$ cat src/rtl/prefix_expression_stack_evaluator_macros.svh
// Assertion macros shared by the evaluator RTL.
// Included by files that carry concurrent assertions; no dependencies.
`ifndef PREFIX_EXPRESSION_STACK_EVALUATOR_MACROS_SVH
`define PREFIX_EXPRESSION_STACK_EVALUATOR_MACROS_SVH
// Implication checked on every clock edge outside reset.
`define PESE_ASSERT_IMP(label, clk, rst_n, ante, cons) \
    label: assert property (@(posedge clk) disable iff (!rst_n) (ante) |-> (cons)) \
        else $error("assertion failed");
// Implication whose consequent is checked in the cycle after the antecedent.
`define PESE_ASSERT_NEXT(label, clk, rst_n, ante, cons) \
    label: assert property (@(posedge clk) disable iff (!rst_n) (ante) |=> (cons)) \
        else $error("assertion failed");
`endif

$ cat src/rtl/pese_pkg.sv
// Package of the prefix expression evaluator: token and status codes, types, saturation.
// No dependencies.
package pese_pkg;
    localparam int unsigned STACK_DEPTH_DEF = 64;
    localparam int unsigned QUEUE_DEPTH = 4;
    localparam int unsigned VAL_W = 32;

    localparam logic [2:0] TOK_OPERAND = 3'd0;
    localparam logic [2:0] TOK_ADD     = 3'd1;
    localparam logic [2:0] TOK_SUB     = 3'd2;
    localparam logic [2:0] TOK_MUL     = 3'd3;
    localparam logic [2:0] TOK_DIV     = 3'd4;
    localparam logic [2:0] TOK_INVALID = 3'd5;
    localparam logic [2:0] TOK_RSVD6   = 3'd6;
    localparam logic [2:0] TOK_RSVD7   = 3'd7;

    localparam logic [2:0] ST_OK       = 3'd0;
    localparam logic [2:0] ST_EMPTY    = 3'd1;
    localparam logic [2:0] ST_LEFTOVER = 3'd2;
    localparam logic [2:0] ST_MISSING  = 3'd3;
    localparam logic [2:0] ST_DIVZERO  = 3'd4;
    localparam logic [2:0] ST_INVALID  = 3'd5;
    localparam logic [2:0] ST_OVERFLOW = 3'd6;

    typedef enum logic [2:0] {
        K_PUSH = 3'd0, K_ADD = 3'd1, K_SUB = 3'd2, K_MUL = 3'd3, K_DIV = 3'd4,
        K_BAD = 3'd5
    } t_kind;

    typedef struct packed {
        t_kind             kind;
        logic              last;
        logic signed [31:0] value;
    } t_cmd;

    function automatic logic signed [31:0] sat32(input logic signed [65:0] x);
        logic signed [65:0] hi;
        logic signed [65:0] lo;
        begin
            hi = 66'sd2147483647;
            lo = -66'sd2147483648;
            if (x > hi) sat32 = 32'sh7fffffff;
            else if (x < lo) sat32 = 32'sh80000000;
            else sat32 = x[31:0];
        end
    endfunction
endpackage

$ cat src/rtl/pese_front.sv
// Front end: classifies tokens and queues them for the execution unit.
// Depends on pese_pkg.
module pese_front (
    input  logic                 i_clk,
    input  logic                 i_rst_n,
    input  logic                 i_valid,
    output logic                 o_ready,
    input  logic [2:0]           i_req_type,
    input  logic [31:0]          i_operand_value,
    input  logic                 i_last_token,
    output logic                 o_cmd_valid,
    input  logic                 i_cmd_take,
    output pese_pkg::t_cmd       o_cmd
);
    localparam int unsigned QD = pese_pkg::QUEUE_DEPTH;
    localparam int unsigned QA = $clog2(QD);
    pese_pkg::t_cmd r_q [QD];
    logic [QA-1:0] r_wp, r_rp;
    logic [QA:0]   r_cnt;
    pese_pkg::t_cmd cls;
    logic push, pop;

    always_comb begin
        cls.last  = i_last_token;
        cls.value = i_operand_value;
        case (i_req_type)
            pese_pkg::TOK_OPERAND: cls.kind = pese_pkg::K_PUSH;
            pese_pkg::TOK_ADD:     cls.kind = pese_pkg::K_ADD;
            pese_pkg::TOK_SUB:     cls.kind = pese_pkg::K_SUB;
            pese_pkg::TOK_MUL:     cls.kind = pese_pkg::K_MUL;
            pese_pkg::TOK_DIV:     cls.kind = pese_pkg::K_DIV;
            default:               cls.kind = pese_pkg::K_BAD;
        endcase
    end

    assign o_ready     = (r_cnt != (QA+1)'(QD));
    assign push        = i_valid && o_ready;
    assign o_cmd_valid = (r_cnt != '0);
    assign pop         = o_cmd_valid && i_cmd_take;
    assign o_cmd       = r_q[r_rp];

    always_ff @(posedge i_clk) begin
        if (push) r_q[r_wp] <= cls;
        if (!i_rst_n) begin
            r_wp <= '0; r_rp <= '0; r_cnt <= '0;
        end else begin
            if (push) r_wp <= r_wp + 1'b1;
            if (pop) r_rp <= r_rp + 1'b1;
            r_cnt <= r_cnt + (QA+1)'(push) - (QA+1)'(pop);
        end
    end
endmodule

$ cat config.mk
export PLATFORM = sky130hd
export DESIGN_NAME = pese_front
export DESIGN_NICKNAME = d
export VERILOG_FILES = /design/src/rtl/prefix_expression_stack_evaluator_macros.svh /design/src/rtl/pese_pkg.sv /design/src/rtl/pese_front.sv
export SDC_FILE = /design/constraint.sdc
export NUM_CORES = 1
export LEC_CHECK = 0
export BUFFER_PORTS_ARGS = -buffer_cell sky130_fd_sc_hd__buf_2
export CORE_ASPECT_RATIO = 1.1
export CORE_MARGIN = 2
export CORE_UTILIZATION = 50
export DETAILED_ROUTE_END_ITERATION = 8
export PLACE_DENSITY = 0.71
export RECOVER_POWER = 100
export SLEW_MARGIN = 20
export SYNTH_ARGS = -nofsm -noshare
export SYNTH_HDL_FRONTEND = slang
export SYNTH_SLANG_ARGS = --single-unit
$ cat constraint.sdc
create_clock -name i_clk -period 2.5 [get_ports i_clk]
set_clock_uncertainty 0.1 [all_clocks]
set_input_delay 0.5 -clock i_clk [delete_from_list [all_inputs] [get_ports i_clk]]
set_output_delay 0.5 -clock i_clk [all_outputs]
set_load 0.05 [all_outputs]
* Yosys cells after proc, flatten, opt, wreduce, memory -nomap -nowiden
Memories as Yosys holds them, arrays and structs flattened. A register that Yosys moved wholly into a read port is not among the register bits.
Cells that the tools add are included.
** Word-level totals
- Memories kept :: 1
- Output and inout bits :: 38
- Flip-flop bits (word level) :: 7
- Logic and storage cells :: 22
- Memory bits (writable) :: 144
** Operators by class
- Equal/unequal tests :: 5
- $add $sub $neg :: 4
- Multiplexer cells :: 5
- Reductions and logical operators :: 4
** Memories
- r_q :: words 4, width 36, read ports 1, clocked after memory_dff 1, write ports 1, RTL line pese_front.sv:17 : pese_pkg::t_cmd r_q [QD];
** Operators with widths (count)
- case mux 3 bit (5 select lines) :: 1
- == test 3 x 2 -> 1 bit (second input constant) :: 2
- adder 2 x 1 -> 2 bit (second input constant) :: 2
- 2-to-1 mux 2 bit :: 2
- adder 3 x 1 -> 3 bit :: 1
- == test 3 x 1 -> 1 bit (second input constant) :: 1
- == test 3 bit (second input constant) :: 1
- logical NOT 3 bit :: 1
- inequality test 3 bit (second input constant) :: 1
- nonzero test 3 bit :: 1
- subtractor 3 x 1 -> 3 bit :: 1
- logical AND 1 bit :: 2
- 2-to-1 mux 1 bit :: 2

* Depth between registers and ports, before layout
Gate-level depths: netlist (run 1).
- Depth after elaboration :: 4
- Gate-level depth with buffers :: 10

* Least setup slack after synthesis (run 1)
OpenSTA, ideal clock, no wires.
- Path kind :: in2reg
- Start point :: input port i_valid
- End point :: register r_cnt[2]
- Buffers on the path :: 0
- Setup time :: 0.115 ns
- Data required time :: 2.285 ns
- Arrival :: 2.070 ns
- Stages :: 9
- Setup slack :: 0.215 ns
- Cells stage by stage :: a21boi_2 inv_1 ha_1 inv_1 ha_1 fa_1 xor2_1 xnor2_1 and2_1
** On the way
- Word-level cells in the longest chain between the ends :: 3
** RTL lines
- from (decl) :: RTL line pese_front.sv:6 : input logic i_valid,
- logical AND 1 bit :: RTL line pese_front.sv:37 : assign push = i_valid && o_ready;
- adder 3 x 1 -> 3 bit :: RTL line pese_front.sv:49 : r_cnt <= r_cnt + (QA+1)'(push) - (QA+1)'(pop);
- subtractor 3 x 1 -> 3 bit :: RTL line pese_front.sv:49
- to (signal assigned) :: RTL line pese_front.sv:49
- to (decl) :: RTL line pese_front.sv:19 : logic [QA:0] r_cnt;
Every way passes these cells.
A chain may end at the register's enable or synchronous reset.

==> reports/qor.yml, run 1 <==
syn_inst: 240
slew_headroom: 0.570
sequentialPowerShare: 0.402
ys_seq_elements: 153
syn_avg_cell_area_um2: 24.0
htreeDepth: 4
overflow: 0
grt_pass1_wl_mm: 14.0
clock_latency_ns: 0.40
dieArea_um2: 12400
ant_nets: 0
remaining_drc_errors: 0
yosysSeqAreaShare: 0.783
total_power_mw: 7.98
design_area_um2: 6830
clockPowerShare: 0.299
rsz0062_at_grt: "true"
place_area_um2: 6340
drtIter0Drc: 87
grt.total_usage: 0.160
r2r_cells: 10
cts.sinks: 153
path_depth: 3
path_buf_inv: 2
synth_cell_types: 24
combPwrFrac: 0.299
vdd_drop_max_v: 0.000598
cts_resized: 1
leakage_nw: 2.30
grt_antenna_before_repair: 0
hpwl_mm: 5.80
vias: 2606
cp_slowest_cell: "mux4_1"
r2r-start: "r_cnt[1]"
powerDensity_nw_per_um2: 1170
grt_pass1_vias: 2631
die_h_um: 116
p_int_mw: 5.35
final_util: 0.602
start_util: 0.507
critical_path.max_fanout: 21
period_needed_ns: 2.44
crit_family: "multiplexers"
crit_type: "register to primary output"
cp.required_ns: 1.90
setup_viol: 0
pre_cts_ws_ns: 0.163
rows: 41
cts_hold_buf: 0
worstPathCellList: "buf_12, mux4_1, buf_2"
post_cts_buffers: 0
swShare: 0.329
drv_slew: 0
drive_above_1_share: 0.327
die_x_um: 106
critPathCaptureType: "primary output"
cts_tree: "yes"
switchingPower_mw: 2.62
hold_path_depth: 1
fin_ws_ns: 0.0560
fmax_ghz: 0.409
numCtsBuffers: 17
fin_crit_sh: 0.978
num_antenna_cells: 0
status: "finished, final reports clean"
firstDrtPassIters: 4
layout.nets: 386
clockBufferDepth: 2
slowest_delay_ns: 0.61
hold_path_class: "input pin to register"
hold_viol_final: 0
layout_commonest_cell: "edfxtp_1"
start_kind: "register"
worst_slew_pin_slew_ns: 0.644
viasPerCell: 5.19
core_area_um2: 11300
syn_area_um2: 5750
wl_per_cell_um: 18.5
gp_congestion: 0.665
yosysWarnings: 0
routed_wl_mm: 9.26
syn_to_final_growth_pct: 18.7
grt_start_max_net_pins: 23
ioPinCount: 78
most-common-layout-cells: "144 x edfxtp_1, 42 x clkbuf_1, 38 x clkbuf_2"
max_cap_viol_count: 0
arrival_ns: 1.84
port_buffers: 77
worst_hold_startpoint: "i_operand_value[5]"
cts.reportedPaths.clkPinSlew_ns: 0.06
synthesis.nets: 287
root_buffer: "clkbuf_16"
==> flip-flops by register name, summed over array words and instances, names as in the netlist, named ones only <==
register,cells
r_q,144
r_cnt,3
r_rp,2
r_wp,2
==> cells by family (layout without fill, tap and decap cells) <==
| group | Yosys count | after routing | synth area share |
|---|---|---|---|
| buffers and inverters | 16 | 128 | 0.0211 |
| and+or+nand+nor | 18 | 18 | 0.0170 |
| adders and majority gates | 7 | 7 | 0.0165 |
| AOI/OAI and AO/OA | 4 | 4 | 0.00762 |
| xor gates and xnor gates | 4 | 4 | 0.00609 |
| muxes | 38 | 38 | 0.148 |
| DFF | 153 | 153 | 0.783 |
==> worst reg2reg max path: stages, from the launching register on <==
cell	delay [ns]
dfxtp_1	0.42
nor2_1	0.09
a21boi_0	0.25
inv_1	0.07
ha_1	0.28
inv_1	0.04
ha_1	0.19
fa_1	0.38
xor2_1	0.16
xnor2_1	0.13
and2_1	0.15
==> cells in the mapped netlist, drive strengths merged <==
cell type / count / share of area
nand2: 5 / 0.0033
and2: 8 / 0.0087
ha: 6 / 0.013
inv: 6 / 0.0039
nor2: 1 / 0.00065
a21boi: 1 / 0.0020
o31a: 1 / 0.0015
mux2i: 2 / 0.0035
clkbuf: 3 / 0.0022
nor2b: 3 / 0.0033
edfxtp: 144 / 0.75
fa: 1 / 0.0035
buf: 7 / 0.015
xnor2: 3 / 0.0046
mux4: 36 / 0.14
a21o: 1 / 0.0013
o311ai: 1 / 0.0028
or3: 1 / 0.0011
dfxtp: 9 / 0.031
xor2: 1 / 0.0015
==> final timing paths <==
path / end / slack (ns)
worst max-delay path: o_cmd[2] / 0.06
worst min-delay path: r_q[1][5] / 0.25
worst max register to register: r_cnt[2] / 0.14
worst min register to register: r_wp[1] / 0.40
==> stage by stage <==
stage / instances / hold slack [ns] / TNS [ns]
final: 502 / 0.251 / 0
after global routing: 502 / 0.246 / -0.0123
after CTS: 502 / 0.191 / 0
after detailed placement: 470 / 0.393 / 0
after global placement: 470 / 0.385 / 0
after floorplan: 240 / 0.368 / 0
==> power by group through the flow <==
stage          Combinational (mW)  Sequential, mW  Clock (mW)
4_1_cts                      2.46            3.21        2.44
6_report                     2.38            3.21        2.39
3_3_place_gp                 2.43            3.25           0
5_1_grt                      2.53            3.23        2.55
2_1_floorplan                1.99            3.23           0
3_5_place_dp                 2.45            3.26           0
==> final cells by class <==
class	instances	area (um2)
timing repair buffer	90	434
sequential	153	4510
tap	150	188
fill	852	4510
inverter	6	22.5
multi-input combinational	71	1120
clock inverter	9	100
clock buffer	23	458
==> routing by layer <==
| metal | vias up | wire (um) | track usage |
|---|---|---|---|
| met5 | - | 0 | 0 |
| met4 | 0 | 93 | 0.0632 |
| met3 | 8 | 410 | 0.0519 |
| met2 | 64 | 4900 | 0.270 |
| met1 | 1339 | 3860 | 0.195 |
| li1 | 1195 | - | - |
Note: power is estimated with default switching activity, not from simulation.
==> run 2, diff against run 1 <==
PLACE_DENSITY = default   (was 0.71)
PLACE_DENSITY_LB_ADDON = 0.25   (was default)
==> run 2 against run 1 <==
  * Sequential cell count unchanged
  * Critical path type unchanged
  * Via count increased by 1.4%
  * Critical path depth unchanged
  * Clock power increased by 17%
  * Final cell count decreased by 0.20%
  * Global-route usage increased by 0.76 points
  * Die area unchanged
  * Power increased by 5.5%
  * Sequential power about the same
  * Worst setup slack got worse by 0.0063 ns
==> reports/qor.yml, run 2 (synthesis gave the netlist of run 1 again) <==
syn_to_final_growth_pct: 20.7  # was 18.7%
layout_commonest_cell: "edfxtp_1"  # unchanged
arrival_ns: 1.85  # was 1.84 ns
cts_tree: "yes"  # unchanged
switchingPower_mw: 2.69  # was 2.62 mW
grt.total_usage: 0.168  # was 0.160
total_power_mw: 8.42  # was 7.98 mW
vdd_drop_max_v: 0.000665  # was 0.000598 V
ant_nets: 0  # unchanged
die_h_um: 116  # unchanged
root_buffer: "clkbuf_16"  # unchanged
hold_viol_final: 0  # unchanged
port_buffers: 77  # unchanged
routed_wl_mm: 9.58  # was 9.26 mm
status: "finished, final reports clean"  # unchanged
sequentialPowerShare: 0.381  # was 0.402
cts.sinks: 153  # unchanged
critical_path.max_fanout: 19  # was 21
setup_viol: 0  # unchanged
die_x_um: 106  # unchanged
firstDrtPassIters: 4  # unchanged
drive_above_1_share: 0.330  # was 0.327
numCtsBuffers: 17  # unchanged
worstPathCellList: "buf_12, mux4_1, buf_2"  # unchanged
crit_type: "register to primary output"  # unchanged
period_needed_ns: 2.45  # was 2.44 ns
regMostFlops: "r_q"  # unchanged
fmax_ghz: 0.408  # was 0.409 GHz
cts_hold_buf: 0  # unchanged
clockPowerShare: 0.333  # was 0.299
dieArea_um2: 12400  # unchanged
fin_crit_sh: 0.980  # was 0.978
p_int_mw: 5.73  # was 5.35 mW
slew_headroom: 0.593  # was 0.570
drv_slew: 0  # unchanged
grt_pass1_vias: 2737  # was 2631
clockBufferDepth: 2  # unchanged
rows: 41  # unchanged
ioPinCount: 78  # unchanged
grt_pass1_wl_mm: 14.8  # was 14.0 mm
most-common-layout-cells: "144 x edfxtp_1, 39 x clkbuf_2, 38 x clkbuf_1"  # was 144 x edfxtp_1, 42 x clkbuf_1, 38 x clkbuf_2
remaining_drc_errors: 0  # unchanged
viasPerCell: 5.27  # was 5.19
num_antenna_cells: 0  # unchanged
gp_congestion: 0.719  # was 0.665
post_cts_buffers: 0  # unchanged
grt_antenna_before_repair: 0  # unchanged
hpwl_mm: 5.79  # was 5.80 mm
overflow: 0  # unchanged
layout.nets: 385  # was 386
rsz0062_at_grt: "false"  # was true
powerDensity_nw_per_um2: 1210  # was 1170 nW/um2
combPwrFrac: 0.286  # was 0.299
drtIter0Drc: 144  # was 87
clock_latency_ns: 0.41  # was 0.40 ns
critPathCaptureType: "primary output"  # unchanged
reg.largest.list: "r_q: 144 flops, r_cnt: 3 flops"  # unchanged
hold-worst-slack_ns: 0.242  # was 0.251 ns
start_kind: "register"  # unchanged
core_area_um2: 11300  # unchanged
leakage_nw: 2.34  # was 2.30 nW
wl_per_cell_um: 19.1  # was 18.5 um
slowest_delay_ns: 0.62  # was 0.61 ns
crit_family: "multiplexers"  # unchanged
worst_slew_pin_slew_ns: 0.611  # was 0.644 ns
cts.reportedPaths.clkPinSlew_ns: 0.06  # about the same
hold_path_class: "input pin to register"  # unchanged
start_util: 0.507  # unchanged
setup_tns_ns: 0  # unchanged
max_cap_viol_count: 0  # unchanged
vias: 2642  # was 2606
final_util: 0.612  # was 0.602
htreeDepth: 4  # unchanged
swShare: 0.319  # was 0.329
cp_slowest_cell: "mux4_1"  # unchanged
grt_start_max_net_pins: 33  # was 23
cp.required_ns: 1.90  # about the same
largest_reg_flops: 144  # unchanged
path_buf_inv: 2  # unchanged
==> run 2: area by class of cell <==
cell class | count | area (um2)
clock inverter | 14 | 228
fill | 814 | 4400
multi-input combinational | 71 | 1120
timing repair buffer | 89 | 444
tap | 150 | 188
inverter | 6 | 22.5
sequential | 153 | 4510
clock buffer | 18 | 429
==> run 2: stage by stage <==
step | area [um2] | std cells | worst slack (ns)
6_report | 6940 | 501 | 0.0497
5_1_grt | 6940 | 501 | 0.00576
4_1_cts | 7010 | 501 | 0.0331
3_5_place_dp | 6350 | 469 | 0.149
3_3_place_gp | 6350 | 469 | 0.233
2_1_floorplan | 5750 | 240 | 0.215
==> run 2: final timing paths <==
path                                         start   endpoint  slack [ns]  cells past startpoint
worst max-delay path                      register  o_cmd[35]        0.05                      3
worst min-delay path            i_operand_value[1]  r_q[2][1]        0.24                      1
worst max register to register            r_cnt[1]   r_cnt[2]        0.23                     10
worst min register to register             r_wp[0]    r_wp[0]        0.40                      2
==> run 2: per-layer routing <==
layer	vias to the layer above	GRT usage	share of wire
met5	-	0	0
met4	0	0.0860	0.019
met3	17	0.0497	0.051
met2	70	0.271	0.51
met1	1359	0.210	0.42
li1	1196	-	-
==> run 2: power by group through the flow <==
| stage | clock network [mW] | registers (mW) | logic (mW) |
|---|---|---|---|
| after floorplan | 0 | 3.23 | 1.99 |
| after global placement | 0 | 3.24 | 2.45 |
| after detailed placement | 0 | 3.26 | 2.46 |
| after CTS | 2.86 | 3.21 | 2.47 |
| after global routing | 2.97 | 3.23 | 2.54 |
| final | 2.80 | 3.21 | 2.41 |
==> run 2: repair_timing <==
item,CTS,global route
setup endpoints to repair,17,1
resized for setup,1,1
cloned,0,0
==> run 3, diff against run 2 <==
CORE_UTILIZATION = 40   (was 50)
==> run 3 against run 2 <==
  * Routed wire length grew 2.3%
  * Utilization decreased by 10 points
  * Combinational power increased by 8.7%
  * Hold slack lost 0.0032 ns
  * Sequential share of layout area is 1.6 points lower
  * Global-route usage down 2.9 points
  * Die area up 24%
  * Non-clock buffer count increased by 10
  * First-iteration DRC count up 17%
  * Maximum frequency rose by 1.1%
  * Via count rose by 2.8%
  * Critical endpoint is now o_cmd[15]
==> reports/qor.yml, run 3 (synthesis gave the netlist of run 1 again) <==
hold_path_depth: 1  # unchanged
layout_commonest_cell: "edfxtp_1"  # unchanged
reg.largest.list: "r_q: 144 flops, r_cnt: 3 flops"  # unchanged
die_x_um: 118  # was 106 um
grt.total_usage: 0.139  # was 0.168
setup_viol: 0  # unchanged
cts.reportedPaths.clkPinSlew_ns: 0.06  # about the same
arrival_ns: 1.82  # was 1.85 ns
total_power_mw: 8.63  # was 8.42 mW
port_buffers: 77  # unchanged
clockBufferDepth: 2  # unchanged
clock_latency_ns: 0.42  # was 0.41 ns
ant_nets: 0  # unchanged
routed_wl_mm: 9.80  # was 9.58 mm
wl_per_cell_um: 17.8  # was 19.1 um
regMostFlops: "r_q"  # unchanged
status: "finished, final reports clean"  # unchanged
root_buffer: "clkbuf_16"  # unchanged
grt_pass1_vias: 2808  # was 2737
leakage_nw: 2.40  # was 2.34 nW
max_cap_viol_count: 0  # unchanged
largest_reg_flops: 144  # unchanged
fin_crit_sh: 0.970  # was 0.980
crit_type: "register to primary output"  # unchanged
r2r_cells: 10  # unchanged
htreeDepth: 4  # unchanged
die_h_um: 130  # was 116 um
cts_tree: "yes"  # unchanged
numCtsBuffers: 17  # unchanged
period_needed_ns: 2.42  # was 2.45 ns
rsz0062_at_grt: "false"  # unchanged
overflow: 0  # unchanged
critical_path.max_fanout: 10  # was 19
hpwl_mm: 5.98  # was 5.79 mm
viasPerCell: 4.95  # was 5.27
worstReg2RegEnd: "r_cnt[2]"  # unchanged
cp.required_ns: 1.90  # about the same
vias: 2715  # was 2642
gp_congestion: 0.706  # was 0.719
drive_above_1_share: 0.355  # was 0.330
num_antenna_cells: 0  # unchanged
drv_slew: 0  # unchanged
grt_start_max_net_pins: 21  # was 33
hold_viol_final: 0  # unchanged
core_area_um2: 13900  # was 11300 um2
firstDrtPassIters: 4  # unchanged
cts_hold_buf: 0  # unchanged
grt_pass1_wl_mm: 15.3  # was 14.8 mm
ioPinCount: 78  # unchanged
layout.nets: 395  # was 385
dieArea_um2: 15400  # was 12400 um2
fmax_ghz: 0.413  # was 0.408 GHz
r2r-start: "r_cnt[1]"  # unchanged
setup_tns_ns: 0  # unchanged
worst_slew_pin_slew_ns: 0.631  # was 0.611 ns
grt_antenna_before_repair: 0  # unchanged
rows: 45  # was 41
slew_headroom: 0.580  # was 0.593
powerDensity_nw_per_um2: 1210  # about the same
critPathCaptureType: "primary output"  # unchanged
hold_path_class: "input pin to register"  # unchanged
r2r_slack_ns: 0.24  # was 0.23 ns
drtIter0Drc: 169  # was 144
vdd_drop_max_v: 0.000451  # was 0.000665 V
start_kind: "register"  # unchanged
start_util: 0.413  # was 0.507
syn_to_final_growth_pct: 23.7  # was 20.7%
cts.sinks: 153  # unchanged
cts_resized: 0  # was 1
remaining_drc_errors: 0  # unchanged
most-common-layout-cells: "144 x edfxtp_1, 40 x clkbuf_2, 39 x clkbuf_1"  # was 144 x edfxtp_1, 39 x clkbuf_2, 38 x clkbuf_1
worst_hold_startpoint: "i_operand_value[28]"  # was i_operand_value[1]
hold_path_end: "r_q[3][28]"  # was r_q[2][1]
## run 3: cell count changes in the layout (fill, tap and decap cells not counted), moves of 2 or more
cell	previous run	this run
clkinv_1	3	1
and2_0	4	2
buf_4	2	6
buf_12	2	7
clkinv_4	3	1
clkinvlp_4	0	3
## run 3: worst max-delay path by stage
stage          startpoint   endpoint
4_1_cts          register  o_cmd[35]
3_3_place_gp      i_valid   r_cnt[2]
5_1_grt          register  o_cmd[15]
3_5_place_dp      i_valid   r_cnt[2]
2_1_floorplan     i_valid   r_cnt[2]
6_report         register  o_cmd[15]
## run 3: layer usage
layer,global-route usage,routed length [um]
met1,0.165,4110
met2,0.225,4910
met3,0.0538,557
met4,0.0695,223
met5,0,0
## run 3: layout make-up
class                   count  area [um2]
well taps                 188         235
fillers                  1147        6790
inverters                   6        22.5
repair buffers             99         569
flip-flops and latches    153        4510
clock inverters            13         225
multi-input cells          71        1120
clock buffers              19         433
## run 3: where the power goes
part / internal [mW] / switching, mW / total (mW)
sequential: 3.12 / 0.0883 / 3.21
clock: 1.86 / 0.947 / 2.81
combinational: 0.921 / 1.69 / 2.62
total: 5.90 / 2.73 / 8.63
## run 3: what timing repair did
item                                    CTS  global route
pin swaps                                 0             0
endpoints found under the setup margin    1             1
setup buffers                             5             4
## run 3: critical path, cell delays in order (launching register included)
cell and delay (ns):
dfxtp_2 0.37, buf_12 0.15, buf_4 0.14, mux4_2 0.49
clkbuf_2 0.25
## run 3: per-stage QoR
stage / hold WS (ns) / setup WS (ns) / instance area (um2) / std cells / util
after floorplan: 0.368 / 0.215 / 5750 / 240 / -
after global placement: 0.384 / 0.222 / 6400 / 508 / 0.460
after detailed placement: 0.401 / 0.176 / 6400 / 508 / 0.460
after CTS: 0.165 / 0.0229 / 7120 / 545 / 0.512
after global routing: 0.237 / 0.00994 / 7110 / 549 / 0.512
final: 0.239 / 0.0758 / 7110 / 549 / 0.512
